`config.mk`:
```
export PLATFORM = sky130hd
export DESIGN_NAME = mme_mac
export DESIGN_NICKNAME = d
export VERILOG_FILES = /design/src/rtl/mme_pkg.sv /design/src/rtl/mme_mac.sv
export VERILOG_INCLUDE_DIRS = /design/src /design/src/rtl
export SDC_FILE = /design/constraint.sdc
export NUM_CORES = 2
export LEC_CHECK = 0
export ABC_AREA = 1
export BUFFER_PORTS_ARGS = -buffer_cell sky130_fd_sc_hd__buf_2
export CAP_MARGIN = 20
export CORE_ASPECT_RATIO = 1.2
export CORE_UTILIZATION = 55
export DETAILED_ROUTE_END_ITERATION = 10
export PLACE_DENSITY = 0.72
export SYNTH_ARGS = -nofsm -noshare
export SYNTH_HDL_FRONTEND = slang
export SYNTH_SLANG_ARGS = --single-unit
```
`constraint.sdc`:
```
create_clock -name clk -period 11.4 [get_ports clk]
set_input_delay 2.28 -clock clk [delete_from_list [all_inputs] [get_ports clk]]
set_output_delay 2.28 -clock clk [all_outputs]
set_load 0.03 [all_outputs]
```
`src/rtl/matrix_multiply_engine_defines.svh`:
```
// Assertion macros shared by the matrix multiply engine sources.
`ifndef MATRIX_MULTIPLY_ENGINE_DEFINES_SVH
`define MATRIX_MULTIPLY_ENGINE_DEFINES_SVH

`ifndef NO_ASSERTIONS
`define MME_ASSERT(lbl, prop, msg) \
  lbl: assert property (@(posedge clk) disable iff (rst) prop) else $error(msg);
`define MME_ASSERT_RST(lbl, prop, msg) \
  lbl: assert property (@(posedge clk) prop) else $error(msg);
`else
`define MME_ASSERT(lbl, prop, msg)
`define MME_ASSERT_RST(lbl, prop, msg)
`endif

`endif

```
`src/rtl/mme_pkg.sv`:
```
package mme_pkg;

  localparam int MAX_DIM_DEF    = 8;
  localparam int ELEM_WIDTH_DEF = 32;
  localparam int FRAC_BITS_DEF  = 16;

  localparam int IO_ELEM_W = 32;
  localparam int IDX_W     = 3;
  localparam int DIM_W     = 4;
  localparam int CFG_IDX_W = 2;

  localparam logic [DIM_W-1:0] DIM_RESET = 4'd8;

  localparam logic [1:0] OP_LOAD_A  = 2'd0;
  localparam logic [1:0] OP_LOAD_B  = 2'd1;
  localparam logic [1:0] OP_COMPUTE = 2'd2;

  localparam logic [CFG_IDX_W-1:0] CFG_ROWS_A     = 2'd0;
  localparam logic [CFG_IDX_W-1:0] CFG_INNER_SIZE = 2'd1;
  localparam logic [CFG_IDX_W-1:0] CFG_COLS_B     = 2'd2;

  typedef struct packed {
    logic             valid;
    logic             first;
    logic             last_k;
    logic [IDX_W-1:0] row;
    logic [IDX_W-1:0] col;
    logic             last;
  } mme_tag_t;

endpackage

```
`src/rtl/mme_mac.sv`:
```
`include "matrix_multiply_engine_defines.svh"

module mme_mac #(
  parameter int MAX_DIM    = mme_pkg::MAX_DIM_DEF,
  parameter int ELEM_WIDTH = mme_pkg::ELEM_WIDTH_DEF,
  parameter int FRAC_BITS  = mme_pkg::FRAC_BITS_DEF
) (
  input  logic                         clk,
  input  logic                         rst,
  input  logic                         advance,
  input  mme_pkg::mme_tag_t            tag_in,
  input  logic signed [ELEM_WIDTH-1:0] a_data,
  input  logic signed [ELEM_WIDTH-1:0] b_data,
  output logic                         res_valid,
  output mme_pkg::mme_tag_t            res_tag,
  output logic signed [ELEM_WIDTH-1:0] res_value,
  output logic                         res_sat
);

  localparam int PROD_W = 2 * ELEM_WIDTH;
  localparam int ACC_W  = PROD_W + $clog2(MAX_DIM) + 1;
  localparam int TOP_W  = ACC_W - ELEM_WIDTH + 1;

  localparam logic signed [ELEM_WIDTH-1:0] ELEM_MAX = {1'b0, {(ELEM_WIDTH - 1){1'b1}}};
  localparam logic signed [ELEM_WIDTH-1:0] ELEM_MIN = {1'b1, {(ELEM_WIDTH - 1){1'b0}}};

  mme_pkg::mme_tag_t        p_tag;
  mme_pkg::mme_tag_t        a_tag;
  logic signed [PROD_W-1:0] prod;
  logic signed [ACC_W-1:0]  acc;
  logic signed [ACC_W-1:0]  shifted;
  logic [TOP_W-1:0]         top_bits;
  logic                     in_range;

  always_ff @(posedge clk) begin
    if (rst) begin
      p_tag <= '0;
      a_tag <= '0;
    end else if (advance) begin
      p_tag <= tag_in;
      prod  <= a_data * b_data;
      a_tag <= p_tag;
      if (p_tag.valid) begin
        if (p_tag.first) begin
          acc <= ACC_W'(prod);
        end else begin
          acc <= acc + ACC_W'(prod);
        end
      end
    end
  end

  always_comb begin
    shifted  = acc >>> FRAC_BITS;
    top_bits = shifted[ACC_W-1:ELEM_WIDTH-1];
    in_range = (&top_bits) || !(|top_bits);
    if (in_range) begin
      res_value = shifted[ELEM_WIDTH-1:0];
    end else if (shifted[ACC_W-1]) begin
      res_value = ELEM_MIN;
    end else begin
      res_value = ELEM_MAX;
    end
    res_sat   = !in_range;
    res_valid = a_tag.valid && a_tag.last_k;
    res_tag   = a_tag;
  end

  `MME_ASSERT(a_continue_sum,
    p_tag.valid && !p_tag.first |-> a_tag.valid && !a_tag.last_k &&
      a_tag.row == p_tag.row && a_tag.col == p_tag.col,
    "A partial product arrived without the running sum of its element.")
  `MME_ASSERT(a_fresh_sum,
    p_tag.valid && p_tag.first && a_tag.valid |-> a_tag.last_k,
    "A new sum started before the previous one was finished.")
  `MME_ASSERT_RST(a_reset_empty,
    rst |=> !p_tag.valid && !a_tag.valid,
    "The accumulator pipeline holds work after reset.")

endmodule

```
==> impl_metrics.toml <==
[run_status]
outcome = "finished clean"

[critical_path]
startpoint = "b_data[3]"
crit_cells = 25
worstRegToRegCells = 17
end_kind = "flop"
critPathKind = "input port to flop"
crit_path_start_kind = "input port"
r2r-end = "acc[58]$_DFFE_PP_"
crit_family = "adder cells"
worstReg2RegStart = "prod[0]$_DFFE_PP_"
crit_arrival_ns = 10.02
slowest_stage = "fa_1"
r2r_slack_ns = 8.18
cpPeakStageDelay_ns = 0.97
setup.worst_path.end = "prod[60]$_DFFE_PP_"
cp_common_cell = "fa_1"
cp.required_ns = 11.63
crit_buf_inv = 8
cp_max_fo = 32

[drt]
viasPerCell = 5.32
firstDrtPassIters = 8
drc = 0
wl_per_cell_microns = 19.2
drt-initial-drc-count = 3057
totalWireLength_microns = 145000
antenna_left = 0
vias = 40300

[grt]
antenna_found_initial = 6
first_global_vias = 43100
grt_pass1_wl_microns = 232000
grt_overflow = 0
grt_start_max_net_pins = 74
grt_usage_pct = 33.3

[die]
dieArea_sq_mm = 0.0910
die-width_microns = 276
core_sq_mm = 0.0890
start_util_pct = 55.5
pin_count = 121
num_rows = 120
dieHeight_microns = 330

[timing]
tightest_slew_ns = 1.04
max_slew_margin_pct = 30.7
clock_skew_ns = 0.0177
rsz0062_at_grt = "false"
setup_viol = 0
finalHoldViolations = 0
fin_crit_ns = 9.79
fin_setup_tns_ns = 0
drv_slew = 0
fmax_mhz = 102
period_share_pct = 85.9

[cells_and_area]
fin_nets = 7800
area_growth_pct = 4.02
drive_gt1_share_pct = 3.87

[yosys]
ys_seq_area_share_pct = 8.83
ys.warnings.count = 0
synthArstFlopShare_pct = 0
syn-instance-count = 6452
synth-edff-count = 132
synth_top_cell_by_area = "fa_1"
ys_types = 42
synthTopCellsByCount = "1881 x nand2_1, 1840 x inv_1, 1083 x fa_1"
avgSynthCellArea_sq_um = 7.66
yosysMostFrequentCell = "nand2_1"
synth_top_area_share_pct = 43.9
synth.top_cells.by_area = "fa_1 44%, nand2_1 14%, inv_1 14%"
synth_nets = 7863
netlist_area_sq_mm = 0.0494
synth_ff_type = "edfxtp_1"
ys_ff_latch = 152

[clock_tree]
post_cts_resized = 0
cts.sinks = 152
root_buffer = "clkbuf_16"
hold_buffers = 0
clk_pin_slew_ns = 0.07
post_cts_buffers = 0
htreeDepth = 4
cts_buffers = 17
clock_latency_ns = 0.46
cts_max_path_buffers = 2
cts_tree = "built"

[job]
drv_cap = 0

[min_path]
hp-class = "flop to flop"

[place]
gp_congestion = 1.02
dp_hpwl_microns = 120000
portBuffers = 120
[metal layers]
metal	share of wire (%)	wire, microns	GRT usage (%)
met1	38	55100	40.7
met2	50	71900	57.9
met3	7.1	10300	4.45
met4	5.3	7720	16.4
met5	0.034	50	0
[worst min-delay path by stage]
| stage | start | end | slack (ns) | cells after the start |
|---|---|---|---|---|
| floorplan | p_tag[0]$_SDFFE_PP0P_ | res_tag[0]$_SDFFE_PP0P_ | 0.44 | 2 |
| global placement | p_tag[0]$_SDFFE_PP0P_ | res_tag[0]$_SDFFE_PP0P_ | 0.44 | 2 |
| detailed placement | p_tag[4]$_SDFFE_PP0P_ | p_tag[4]$_SDFFE_PP0P_ | 0.45 | 2 |
| CTS | p_tag[4]$_SDFFE_PP0P_ | p_tag[4]$_SDFFE_PP0P_ | 0.46 | 2 |
| global route | p_tag[0]$_SDFFE_PP0P_ | res_tag[0]$_SDFFE_PP0P_ | 0.49 | 2 |
| finish | res_tag[6]$_SDFFE_PP0P_ | res_tag[6]$_SDFFE_PP0P_ | 0.46 | 2 |
[logic make-up (layout without fill, tap and decap cells)]
family                     Yosys count  in the layout  share of synthesized area, %
buffers and inverters             2063           2013                          15.7
other                                0              2                             0
and+or+nand+nor                   2489           2489                          20.2
adders and majority gates         1334           1334                          50.2
DFF                                152            152                          8.83
xor gates and xnor gates            67             67                          1.19
AOI/OAI and AO/OA                  347            347                          3.86
[layout by cell type (no fill, tap or decap), types with 3 or more instances in the layout]
cell / instances
nor2_1: 299
nand3_2: 4
a211oi_1: 3
nor3_1: 20
nor4_1: 15
a21o_1: 15
a31oi_1: 4
buf_4: 16
nand3b_1: 22
nor2_2: 17
o21ai_1: 10
inv_1: 1838
a21oi_2: 3
o21a_1: 3
fa_1: 1083
clkbuf_16: 20
inv_2: 5
o21bai_1: 23
o21ai_0: 92
or2_2: 21
or2_1: 5
edfxtp_1: 132
a21boi_0: 3
ha_1: 251
inv_6: 4
dfxtp_1: 19
a21oi_1: 184
buf_2: 120
nand2_2: 15
nand2_1: 1881
inv_4: 3
nand4_1: 33
xor2_1: 44
nand3_1: 149
xnor2_1: 23
nor2_4: 4
[flip-flops by register name, indices dropped and copies added (netlist names)]
| register | count |
|---|---|
| p_tag | 10 |
| acc | 68 |
| prod | 64 |
| res_tag | 10 |
[tightest hold or removal path, stage by stage, from the launching register on]
cell and delay (ns):
dfxtp_1 0.31, nand2_1 0.06, a21oi_1 0.05
[stage by stage]
step	instances	hold WS, ns	instance area [sq um]	util [%]	worst slack [ns]
2_1_floorplan	6452	0.436	49400	-	2.23
3_3_place_gp	7527	0.442	50800	57.0	1.19
3_5_place_dp	7527	0.454	50800	57.0	1.10
4_1_cts	7559	0.465	51300	57.7	1.60
5_1_grt	7562	0.487	51400	57.7	1.07
6_report	7563	0.460	51400	57.7	1.61
[area by class of cell]
class	instances	area, sq um
Fill cell	8266	37600
Multi-Input combinational cell	4237	37300
Inverter	1843	6920
Sequential cell	152	4370
Tap cell	1159	1450
Timing Repair Buffer	138	763
Clock buffer	23	523
Clock inverter	9	71.3
Antenna cell	2	5.00
Power is left out: the tool's default activity adds up to more than one toggle a clock period on the data nets, which glitch-free logic cannot reach.
